==> src/rtl/vector3_arithmetic_unit_defines.svh <==
// assertion macros for the vector arithmetic unit
`ifndef VECTOR3_ARITHMETIC_UNIT_DEFINES_SVH
`define VECTOR3_ARITHMETIC_UNIT_DEFINES_SVH

// same-cycle implication, disabled during reset
`define VAU_ASSERT_IMPL(label, clk, rst_n, ante, cons) \
    label: assert property (@(posedge clk) disable iff (!(rst_n)) (ante) |-> (cons)) \
        else $error("vector3_arithmetic_unit assertion failed");

// next-cycle implication, disabled during reset
`define VAU_ASSERT_NEXT(label, clk, rst_n, ante, cons) \
    label: assert property (@(posedge clk) disable iff (!(rst_n)) (ante) |=> (cons)) \
        else $error("vector3_arithmetic_unit assertion failed");

`endif

==> src/rtl/vau_pkg.sv <==
// shared operation codes, control type and constants of the vector arithmetic unit
package vau_pkg;

    localparam logic [2:0] OP_ADD   = 3'd0;
    localparam logic [2:0] OP_SUB   = 3'd1;
    localparam logic [2:0] OP_SCALE = 3'd2;
    localparam logic [2:0] OP_CROSS = 3'd3;
    localparam logic [2:0] OP_DOT   = 3'd4;
    localparam logic [2:0] OP_MAG   = 3'd5;

    // root bits resolved per square root stage
    localparam int ROOT_STEPS = 2;

    typedef struct packed {
        logic       valid;
        logic [2:0] op;
    } t_ctl;

endpackage

==> src/rtl/vau_mul.sv <==
// first stage: operand selection, six multipliers and component add or subtract
module vau_mul #(
    parameter int COMPONENT_BITS = 16
) (
    input  logic                               i_clk,
    input  logic                               i_rst_n,
    input  logic                               i_en,
    input  logic                               i_valid,
    input  logic [2:0]                         i_op,
    input  logic signed [COMPONENT_BITS-1:0]   i_a_x,
    input  logic signed [COMPONENT_BITS-1:0]   i_a_y,
    input  logic signed [COMPONENT_BITS-1:0]   i_a_z,
    input  logic signed [COMPONENT_BITS-1:0]   i_b_x,
    input  logic signed [COMPONENT_BITS-1:0]   i_b_y,
    input  logic signed [COMPONENT_BITS-1:0]   i_b_z,
    input  logic signed [COMPONENT_BITS-1:0]   i_factor,
    output vau_pkg::t_ctl                      o_ctl,
    output logic signed [2*COMPONENT_BITS-1:0] o_prod [6],
    output logic signed [COMPONENT_BITS:0]     o_lin [3]
);
    import vau_pkg::*;

    localparam int CB = COMPONENT_BITS;
    localparam int PW = 2 * COMPONENT_BITS;

    logic signed [CB-1:0] w_a  [3];
    logic signed [CB-1:0] w_b  [3];
    logic signed [CB-1:0] w_ma [6];
    logic signed [CB-1:0] w_mb [6];

    logic signed [PW-1:0] n_prod [6];
    logic signed [CB:0]   n_lin  [3];

    t_ctl                 r_ctl;
    logic signed [PW-1:0] r_prod [6];
    logic signed [CB:0]   r_lin  [3];

    assign w_a[0] = i_a_x;
    assign w_a[1] = i_a_y;
    assign w_a[2] = i_a_z;
    assign w_b[0] = i_b_x;
    assign w_b[1] = i_b_y;
    assign w_b[2] = i_b_z;

    always_comb begin
        for (int k = 0; k < 6; k++) begin
            w_ma[k] = '0;
            w_mb[k] = '0;
        end
        unique case (i_op) inside
            OP_ADD, OP_SUB: begin
            end
            OP_SCALE: begin
                for (int i = 0; i < 3; i++) begin
                    w_ma[i] = w_a[i];
                    w_mb[i] = i_factor;
                end
            end
            OP_CROSS: begin
                w_ma[0] = w_a[1]; w_mb[0] = w_b[2];
                w_ma[1] = w_a[2]; w_mb[1] = w_b[1];
                w_ma[2] = w_a[2]; w_mb[2] = w_b[0];
                w_ma[3] = w_a[0]; w_mb[3] = w_b[2];
                w_ma[4] = w_a[0]; w_mb[4] = w_b[1];
                w_ma[5] = w_a[1]; w_mb[5] = w_b[0];
            end
            OP_DOT: begin
                for (int i = 0; i < 3; i++) begin
                    w_ma[i] = w_a[i];
                    w_mb[i] = w_b[i];
                end
            end
            OP_MAG: begin
                for (int i = 0; i < 3; i++) begin
                    w_ma[i] = w_a[i];
                    w_mb[i] = w_a[i];
                end
            end
            default: begin
            end
        endcase
    end

    always_comb begin
        for (int k = 0; k < 6; k++) begin
            n_prod[k] = w_ma[k] * w_mb[k];
        end
        for (int i = 0; i < 3; i++) begin
            if (i_op == OP_SUB) begin
                n_lin[i] = (CB+1)'(w_a[i]) - (CB+1)'(w_b[i]);
            end else begin
                n_lin[i] = (CB+1)'(w_a[i]) + (CB+1)'(w_b[i]);
            end
        end
    end

    always_ff @(posedge i_clk) begin
        if (!i_rst_n) begin
            r_ctl <= '0;
        end else if (i_en) begin
            r_ctl <= '{valid: i_valid, op: i_op};
        end
    end

    always_ff @(posedge i_clk) begin
        if (i_en) begin
            r_prod <= n_prod;
            r_lin  <= n_lin;
        end
    end

    assign o_ctl  = r_ctl;
    assign o_prod = r_prod;
    assign o_lin  = r_lin;

endmodule

==> config.mk <==
export PLATFORM = sky130hd
export DESIGN_NAME = vau_mul
export DESIGN_NICKNAME = d
export VERILOG_FILES = /design/src/rtl/vector3_arithmetic_unit_defines.svh /design/src/rtl/vau_pkg.sv /design/src/rtl/vau_mul.sv
export SDC_FILE = /design/constraint.sdc
export NUM_CORES = 2
export LEC_CHECK = 0
export BUFFER_PORTS_ARGS = -buffer_cell sky130_fd_sc_hd__buf_2
export CORE_MARGIN = 2
export CORE_UTILIZATION = 40
export CTS_CLUSTER_DIAMETER = 60
export DETAILED_ROUTE_END_ITERATION = 10
export GPL_TIMING_DRIVEN = 0
export PLACE_DENSITY_LB_ADDON = 0.12
export SYNTH_ARGS = -nofsm -noshare
export SYNTH_HDL_FRONTEND = slang
export SYNTH_SLANG_ARGS = --single-unit
export TNS_END_PERCENT = 20
==> constraint.sdc <==
create_clock -name i_clk -period 9.6 [get_ports i_clk]
set_clock_uncertainty 0.1 [all_clocks]
set_input_delay 0.48 -clock i_clk [delete_from_list [all_inputs] [get_ports i_clk]]
set_output_delay 0.48 -clock i_clk [all_outputs]
set_load 0.03 [all_outputs]
==> key figures <==
Power
  – Clock network power share: 0.143
  – Seq pwr share: 0.178
  – Leakage: 37.7 nW
  – Comb pwr share: 0.679
  – Internal power: 5.07 mW
  – Switching pwr: just under 5 mW
  – Net Sw Frac: 0.494
  – Max VDD drop: 0.165 mV
  – Final Power: ~10 mW
  – PwrDens: about 130 nW/um^2

Drt
  – Final wirelength: about 260,000 um
  – DRT iter0 DRCs: 4,365
  – WL per Instance: roughly 25 um
  – 1st-pass router iterations: 7
  – ANT nets after route: 0
  – Drc violations: 0
  – Vias: 55,200
  – Via-to-Cell Ratio: 5.27

STA
  – Least-Margin Pin Slew: 1.42 ns
  – Highest Clock Rate: 107 MHz
  – Setup violations, final: 0
  – Fin crit share: 0.974
  – Slew HR: 0.0474
  – Fin. Hold Viols: 0
  – Max-slew violations: 0
  – Min Tclk post-route: 9.35 ns

Clock tree
  – Root buf cell: clkbuf_16
  – CTS Sinks: about 250
  – Worst-skew pair later-pin latency: 0.64 ns
  – CTS tree: done
  – Postcts setup bufs: 0
  – CTS max path bufs: 3
  – CTS Buf Count: 36
  – CTS H-tree lvls: 2
  – Reg clk slew, reported paths: 0.05 ns

Finish
  – Layout cells sized above 1: 0.0660
  – Most frequent cells in the layout: inv_1, fa_1, nand2_1, nor2_1, ha_1
  – Most common cell after layout, fill and taps aside: inv_1
  – Cell area after layout: approximately 77,000 um^2
  – FILL cells: around 18,000
  – Final net count: slightly above 10,000
  – Layout area overhead: 8.93%

Critical path
  – Crit-path leading delay family: adder cells
  – Startpoint Class: input pin
  – Critical path peak fanout: 10
  – Critical path's slowest cell: fa_1
  – CP Buf/Inv Count: 8
  – Largest stage delay, worst path: 0.57 ns
  – Crit path DAT: 9.62 ns
  – Crit Path Class: input pin to register
  – Crit. End Element: register
  – CP required: 9.88 ns
  – Cell mode on critical path: fa_1

Floorplan
  – Die Width: 426 um
  – Die ar.: 181,000 um^2
  – Starting Density: 0.403
  – # rows: about 150
  – Core Area: roughly 180,000 um^2
  – Io pins: ~370
  – Die Ht: 426 um

Global route
  – Largest net degree at the start of global routing: 116
  – Gr ovfl total: 0
  – First-pass GRT wire length: around 380,000 um
  – Initial antenna violation count: 92
  – GRT Overall Usage: 0.291
  – Vias in the first global route: 57,500

Synth
  – YS warnings: 0
  – Syn nets: 9,884
  – Top_reg_cell synth: edfxtp_1
  – Post-Syn Area: 71,100 um^2
  – Post-synth cell types: 88
  – Synth Area per Inst: 9.30 um^2
  – Synth Register Bits: between 200 and 250
  – Seq/Total Area, Yosys: 0.104
  – Ys async rst share: 0
  – Number of flops mapped to enable cells by yosys: 243
  – Mapped Cells: 7,647

Placement
  – RD Place Congestion: 1.01
  – Post-DP Area: roughly 76,000 um^2
  – Post-DP HPWL: 221,000 um
  – Port Buffers: 351

Run
  – Number of max-cap violations: 0

Hold path
  – Class of the worst hold path: input pin to register

Outcome
  – Outcome: complete, no violations
[routing by layer]
layer / wire length, um / up-vias / GRT usage / part of all wire
met4: 19100 / 10 / 0.192 / 0.074
li1: - / 24100 / - / -
met1: 104000 / 28200 / 0.382 / 0.40
met2: 116000 / 2286 / 0.444 / 0.45
met3: 19200 / 564 / 0.0485 / 0.075
met5: 57 / - / 0 / 0.00022
[final timing paths]
kind / from / to / slack, ns / cells past startpoint
max: i_op[0] / o_prod[191] / 0.25 / 28
max reg2reg: o_ctl[0] / o_ctl[0] / 8.89 / 2
min: i_en / o_prod[186] / 0.12 / 1
min reg2reg: o_ctl[1] / o_ctl[1] / 0.43 / 2
[per-stage QoR]
step | instances | utilization | hold slack (ns) | setup TNS, ns | setup WS [ns]
6_report | 10500 | 0.439 | 0.124 | 0 | 0.251
5_1_grt | 10500 | 0.439 | 0.119 | -0.00129 | -0.00129
4_1_cts | 10400 | 0.438 | 0.0853 | 0 | 0.0228
3_5_place_dp | 10300 | 0.431 | 0.408 | -35.10 | -1.52
3_3_place_gp | 10300 | 0.430 | 0.398 | -31.54 | -1.45
2_1_floorplan | 7647 | - | 0.492 | 0 | 1.71
[layout make-up]
cell class	instances	area, um^2	area share
buffer	345	1320	0.0171
multi-input combinational	5223	55600	0.718
clock inverter	25	314	0.00406
tap	2340	2930	0.0378
clock buffer	39	933	0.0121
sequential	247	7380	0.0953
inverter	1829	6870	0.0887
antenna	59	148	0.00191
timing repair buffer	363	1910	0.0247
[worst register-to-register path, cell delays in order (launching register included)]
cell and delay (ns):
dfxtp_1 0.34, mux2i_1 0.07, nor2b_1 0.15
[cells by family (layout without fill, tap and decap cells)]
logic type	after synthesis	after routing	synth area share
buf+inv	2177	2601	0.115
fa+ha+maj	2118	2118	0.539
simple gates	2068	2068	0.133
compound gates	674	674	0.0631
xor+xnor	290	290	0.0357
flops	247	247	0.104
mux	73	73	0.0103
other cells	0	59	0
[sequential cells by signal, indices dropped and copies added (netlist names)]
name    cells
o_prod    192
o_lin      51
o_ctl       4
[timing repair]
action,CTS,global route
setup endpoints to repair,23,21
endpoints found under the hold margin,4,0
resized for setup,8,30
hold buffers,2,0
pin swaps,0,0
[power groups by stage]
stage          logic, mW  clock network, mW  registers [mW]
2_1_floorplan       4.24                  0            2.45
3_3_place_gp        6.78                  0            1.82
3_5_place_dp        6.82                  0            1.81
4_1_cts             6.86               1.49            1.79
5_1_grt             7.62               1.53            1.82
6_report            6.80               1.43            1.79
[synthesized netlist by cell type, types with 48 or more instances]
| library cell | number | share of area |
|---|---|---|
| mux2i_1 | 72 | 0.010 |
| fa_1 | 1575 | 0.44 |
| clkbuf_1 | 317 | 0.017 |
| nand2b_1 | 53 | 0.0047 |
| a21oi_1 | 193 | 0.014 |
| xor2_1 | 65 | 0.0080 |
| ha_1 | 543 | 0.096 |
| or2_2 | 48 | 0.0042 |
| xnor2_1 | 225 | 0.028 |
| nand3_1 | 70 | 0.0049 |
| and2_1 | 88 | 0.0077 |
| nand2_1 | 780 | 0.041 |
| inv_1 | 1826 | 0.096 |
| edfxtp_1 | 243 | 0.10 |
| nor3_1 | 51 | 0.0036 |
| a21o_1 | 78 | 0.0082 |
| nor2_1 | 567 | 0.030 |
| o21ai_0 | 80 | 0.0056 |
| and3_1 | 306 | 0.027 |
Note: power is estimated with default switching activity, not from simulation.
