**src/rtl/vector3_arithmetic_unit_defines.svh**
```systemverilog
// assertion macros for the vector arithmetic unit
`ifndef VECTOR3_ARITHMETIC_UNIT_DEFINES_SVH
`define VECTOR3_ARITHMETIC_UNIT_DEFINES_SVH

// same-cycle implication, disabled during reset
`define VAU_ASSERT_IMPL(label, clk, rst_n, ante, cons) \
    label: assert property (@(posedge clk) disable iff (!(rst_n)) (ante) |-> (cons)) \
        else $error("vector3_arithmetic_unit assertion failed");

// next-cycle implication, disabled during reset
`define VAU_ASSERT_NEXT(label, clk, rst_n, ante, cons) \
    label: assert property (@(posedge clk) disable iff (!(rst_n)) (ante) |=> (cons)) \
        else $error("vector3_arithmetic_unit assertion failed");

`endif

```
**src/rtl/vau_pkg.sv**
```systemverilog
// shared operation codes, control type and constants of the vector arithmetic unit
package vau_pkg;

    localparam logic [2:0] OP_ADD   = 3'd0;
    localparam logic [2:0] OP_SUB   = 3'd1;
    localparam logic [2:0] OP_SCALE = 3'd2;
    localparam logic [2:0] OP_CROSS = 3'd3;
    localparam logic [2:0] OP_DOT   = 3'd4;
    localparam logic [2:0] OP_MAG   = 3'd5;

    // root bits resolved per square root stage
    localparam int ROOT_STEPS = 2;

    typedef struct packed {
        logic       valid;
        logic [2:0] op;
    } t_ctl;

endpackage

```
**src/rtl/vau_sqrt.sv**
```systemverilog
// pipelined digit-by-digit integer square root with a carried passenger word
module vau_sqrt #(
    parameter int COMPONENT_BITS = 16,
    parameter int PASS_W         = 82
) (
    input  logic                                    i_clk,
    input  logic                                    i_rst_n,
    input  logic [(COMPONENT_BITS+1)/2-1:0]         i_en,
    input  vau_pkg::t_ctl                           i_ctl,
    input  logic [2*COMPONENT_BITS-1:0]             i_rad,
    input  logic [PASS_W-1:0]                       i_pass,
    output logic [(COMPONENT_BITS+1)/2-1:0]         o_vld,
    output vau_pkg::t_ctl                           o_ctl,
    output logic [COMPONENT_BITS-1:0]               o_root,
    output logic [PASS_W-1:0]                       o_pass
);
    import vau_pkg::*;

    localparam int CB = COMPONENT_BITS;
    localparam int NS = (COMPONENT_BITS + 1) / 2;
    localparam int RW = COMPONENT_BITS + 2;
    localparam int XW = 2 * COMPONENT_BITS;

    t_ctl              r_ctl  [NS];
    logic [XW-1:0]     r_rad  [NS];
    logic [RW-1:0]     r_rem  [NS];
    logic [CB-1:0]     r_q    [NS];
    logic [PASS_W-1:0] r_pass [NS];

    for (genvar k = 0; k < NS; k++) begin : g_stage
        t_ctl              w_ctl;
        logic [XW-1:0]     w_rad;
        logic [PASS_W-1:0] w_pass;
        logic [RW-1:0]     w_rem [ROOT_STEPS+1];
        logic [CB-1:0]     w_q   [ROOT_STEPS+1];

        if (k == 0) begin : g_first
            assign w_ctl    = i_ctl;
            assign w_rad    = i_rad;
            assign w_pass   = i_pass;
            assign w_rem[0] = '0;
            assign w_q[0]   = '0;
        end else begin : g_next
            assign w_ctl    = r_ctl[k-1];
            assign w_rad    = r_rad[k-1];
            assign w_pass   = r_pass[k-1];
            assign w_rem[0] = r_rem[k-1];
            assign w_q[0]   = r_q[k-1];
        end

        for (genvar j = 0; j < ROOT_STEPS; j++) begin : g_step
            localparam int IDX = CB - 1 - (ROOT_STEPS * k + j);
            if (IDX >= 0) begin : g_on
                logic [RW-1:0] w_sh;
                logic [RW-1:0] w_trial;
                logic          w_ge;
                assign w_sh       = {w_rem[j][CB-1:0], w_rad[2*IDX+1 -: 2]};
                assign w_trial    = {w_q[j], 2'b01};
                assign w_ge       = (w_sh >= w_trial);
                assign w_rem[j+1] = w_ge ? (w_sh - w_trial) : w_sh;
                assign w_q[j+1]   = {w_q[j][CB-2:0], w_ge};
            end else begin : g_off
                assign w_rem[j+1] = w_rem[j];
                assign w_q[j+1]   = w_q[j];
            end
        end

        always_ff @(posedge i_clk) begin
            if (!i_rst_n) begin
                r_ctl[k] <= '0;
            end else if (i_en[k]) begin
                r_ctl[k] <= w_ctl;
            end
        end

        always_ff @(posedge i_clk) begin
            if (i_en[k]) begin
                r_rad[k]  <= w_rad;
                r_rem[k]  <= w_rem[ROOT_STEPS];
                r_q[k]    <= w_q[ROOT_STEPS];
                r_pass[k] <= w_pass;
            end
        end

        assign o_vld[k] = r_ctl[k].valid;
    end

    assign o_ctl  = r_ctl[NS-1];
    assign o_root = r_q[NS-1];
    assign o_pass = r_pass[NS-1];

endmodule

```
**config.mk**
```make
export PLATFORM = sky130hd
export DESIGN_NAME = vau_sqrt
export DESIGN_NICKNAME = d
export VERILOG_FILES = /design/src/rtl/vector3_arithmetic_unit_defines.svh /design/src/rtl/vau_pkg.sv /design/src/rtl/vau_sqrt.sv
export SDC_FILE = /design/constraint.sdc
export NUM_CORES = 1
export LEC_CHECK = 0
export ABC_CLOCK_PERIOD_IN_PS = 6130
export BUFFER_PORTS_ARGS = -buffer_cell sky130_fd_sc_hd__buf_2
export CAP_MARGIN = 20
export CORE_ASPECT_RATIO = 1.25
export CORE_UTILIZATION = 33
export CTS_CLUSTER_SIZE = 25
export DETAILED_ROUTE_END_ITERATION = 6
export REMOVE_ABC_BUFFERS = 1
export SLEW_MARGIN = 20
export SYNTH_ARGS = -nofsm -noshare
export SYNTH_HDL_FRONTEND = slang
export SYNTH_SLANG_ARGS = --single-unit
```
**constraint.sdc**
```tcl
create_clock -name i_clk -period 6.13 [get_ports i_clk]
set_clock_uncertainty 0.15 [all_clocks]
set_input_delay 0.3065 -clock i_clk [delete_from_list [all_inputs] [get_ports i_clk]]
set_output_delay 0.3065 -clock i_clk [all_outputs]
set_load 0.005 [all_outputs]
```
==> flow_metrics.tcl <==
set metrics [dict create \
    htree_levels 3 \
    cts_tree "built" \
    worst_pin_slew_ps 1004 \
    placed_cell_area_sq_mm 0.04234 \
    antenna_left 0 \
    crit_type "reg2reg" \
    grt_pass1_wl_um 122100 \
    root_buffer "clkbuf_16" \
    cts.sinks 978 \
    fin_crit_ps 5524 \
    cts_setup_buffers 0 \
    power_mw 17.78 \
    synthDistinctLibCells 92 \
    ys_top_cells_by_area "edfxtp_1 (75%), ha_1 (4.8%), xnor2_1 (2.0%)" \
    whs_ps 134.1 \
    syn_inst 2465 \
    grt_pass1_vias 21630 \
    synth-seq-area-share_pct 74.93 \
    fin_util_pct 39.65 \
    cp-start-kind "flip-flop" \
    p_sw_mw 4.812 \
    synth-main-ff-cell "edfxtp_1" \
    slew_violations 0 \
    vias_per_cell 4.610 \
    startpoint "r_rem[4][7]$_DFFE_PP_" \
    hp-start "i_rst_n" \
    cp_max_fo 22 \
    tns_ps 0 \
    synth_area_sq_mm 0.03919 \
    final_cell_area_sq_mm 0.04679 \
    routedWlPerCell_um 17.41 \
    peakVddDrop_v 0.0002416 \
    drt_first_pass_iters 5 \
    period_share_pct 90.12 \
    leakagePower_nw 17.56 \
    yosysTopAreaCellShare_pct 74.93 \
    fmax_mhz 181.0 \
    wl_um 79510 \
    swShare_pct 27.06 \
    fp.dieW_um 310.2 \
    core_sq_mm 0.1180 \
    seqPwrFrac_pct 47.5 \
    max_cap_viol_count 0 \
    clk_transition_reported_paths_ps 60 \
    rsz0062_at_grt "no" \
    clockBufferDepth 3 \
    drtIter0Drc 1273 \
    r2r-start "r_rem[4][7]$_DFFE_PP_" \
    async_flop_share_pct 0 \
    std_cell_rows 141 \
    power_frac_clock_pct 32.8 \
    powerDensity_mw_per_mm2 380.0 \
    p_comb_share_pct 19.8 \
    dpl.hpwl_um 54860 \
    grtUsageTotal_pct 13.30 \
    ys_seq_elements 978 \
    antenna_found_initial 14 \
    worstPathArrival_ps 5770 \
    final_hold_viol_count 0 \
    io_buffers 237 \
    syn2layout_area_growth_pct 19.38 \
    drc 0 \
    cp-end-kind "flip-flop" \
    setup_viol 0 \
    num_io_pins 238 \
    synth_top_area_cell "edfxtp_1" \
    worstPathRequired_ps 6380 \
    dr_total_vias 21050 \
    ys_warn_count 0 \
    synth_area_per_cell_sq_um 15.90 \
    insertion_delay_ps 700 \
    hp-class "in2reg" \
    nets 3185 \
    die_h_um 387.3 \
    cts_buffers 98 \
    drive_above_1_share_pct 15.06 \
    overflow 0 \
    synth-edff-count 978 \
    internal_power_mw 12.97 \
    initial_core_util_pct 33.21 \
    dieArea_sq_mm 0.1202 \
    place_congestion 0.8758 \
    slew_headroom_pct 31.34 \
    outcome "finished, final reports clean" \
    grt_max_degree 100 \
]
==> worst max-delay path: stages, from the launching register on <==
cell	delay, ps
edfxtp_1	410
ha_1	410
a21o_1	180
a311oi_1	70
buf_4	170
o211ai_1	290
a21o_1	510
inv_2	220
o31ai_1	450
ha_1	320
nand4_1	110
nor2_1	140
nand4_1	160
or4_1	430
o211ai_1	120
or3_1	700
nand4_1	200
xor2_1	200
==> layout make-up <==
| cell class | instances | area, sq um |
|---|---|---|
| fill | 10800 | 71230 |
| sequential | 978 | 29370 |
| multi-input combinational | 1320 | 9129 |
| timing repair buffer | 387 | 2698 |
| clock buffer | 118 | 2549 |
| tap | 1573 | 1968 |
| clock inverter | 62 | 596.8 |
| inverter | 123 | 467.9 |
| antenna | 6 | 15.01 |
==> metrics by stage <==
stage / std cells / worst slack [ps]
2_1_floorplan: 2421 / 330.0
3_3_place_gp: 4252 / 566.4
3_5_place_dp: 4252 / 490.8
4_1_cts: 4561 / 416.1
5_1_grt: 4565 / 119.7
6_report: 4567 / 605.9
==> cell usage after synthesis, drive strengths merged, types with 5 or more instances <==
| library cell | number |
|---|---|
| edfxtp | 978 |
| nor2 | 170 |
| ha | 149 |
| a21oi | 133 |
| nand2 | 122 |
| inv | 120 |
| xnor2 | 89 |
| o21ai | 80 |
| xor2 | 50 |
| a21o | 46 |
| and3 | 42 |
| nor3 | 41 |
| nand3 | 39 |
| o21a | 28 |
| nand2b | 27 |
| clkbuf | 24 |
| nand4 | 22 |
| buf | 21 |
| mux2 | 18 |
| or3 | 17 |
| nor4 | 16 |
| o31ai | 15 |
| nor2b | 14 |
| o211ai | 14 |
| or2 | 14 |
| a211oi | 13 |
| a31oi | 13 |
| o31a | 13 |
| mux2i | 11 |
| nor3b | 11 |
| o21bai | 11 |
| nor4b | 9 |
| and2 | 8 |
| or4 | 8 |
| a2111oi | 6 |
| o22ai | 6 |
| o41ai | 5 |
==> worst paths after layout <==
check	to	slack, ps	cells after the start
setup / recovery	r_rem[5][15]$_DFFE_PP_	610	17
hold / removal	r_ctl[0][9]$_SDFFCE_PN0P_	130	2
setup reg to reg	r_rem[5][15]$_DFFE_PP_	610	17
hold reg to reg	r_pass[0][191]$_DFFE_PP_	240	0
==> power by group through the flow <==
stage / registers [mW] / logic (mW) / clock network (mW)
2_1_floorplan: 8.46 / 2.50 / 0
3_3_place_gp: 8.57 / 3.41 / 0
3_5_place_dp: 8.58 / 3.43 / 0
4_1_cts: 8.45 / 3.52 / 6.07
5_1_grt: 8.50 / 3.91 / 6.30
6_report: 8.44 / 3.51 / 5.83
==> repair_timing <==
action                                  in CTS  in global routing
endpoints found under the setup margin       0                  1
resized for setup                            0                  1
endpoints found under the hold margin      360                  0
hold buffers                               129                  0
==> layer usage <==
metal	GRT usage, %	part of all wire (%)	vias up
met1	15.90	42	10140
met3	3.058	5.1	137
met5	0	0.13	-
li1	-	-	10300
met4	5.455	3.0	16
met2	22.84	49	463
==> cells in the final DEF, fill, tap and decap left out, types with 75 or more instances in the layout <==
cell / instances
a21oi_1: 133
buf_2: 229
o21ai_0: 75
nand2_1: 119
xnor2_1: 89
dlygate4sd3_1: 129
clkbuf_16: 99
inv_1: 119
nor2_1: 170
edfxtp_1: 978
ha_1: 149
==> flip-flops by register name, summed over array words and instances, names as in the netlist <==
signal,count
r_ctl,32
r_pass,656
r_q,72
r_rad,112
r_rem,106
==> cell families after synthesis <==
logic type / count (synthesis) / share of synthesized area, %
flops: 978 / 74.93
mux: 29 / 0.8077
compound gates: 432 / 7.323
buf+inv: 168 / 1.794
other cells: 1 / 0.009568
xor+xnor: 139 / 3.106
fa+ha+maj: 149 / 4.757
simple gates: 569 / 7.272
Note: power is estimated with default switching activity, not from simulation.
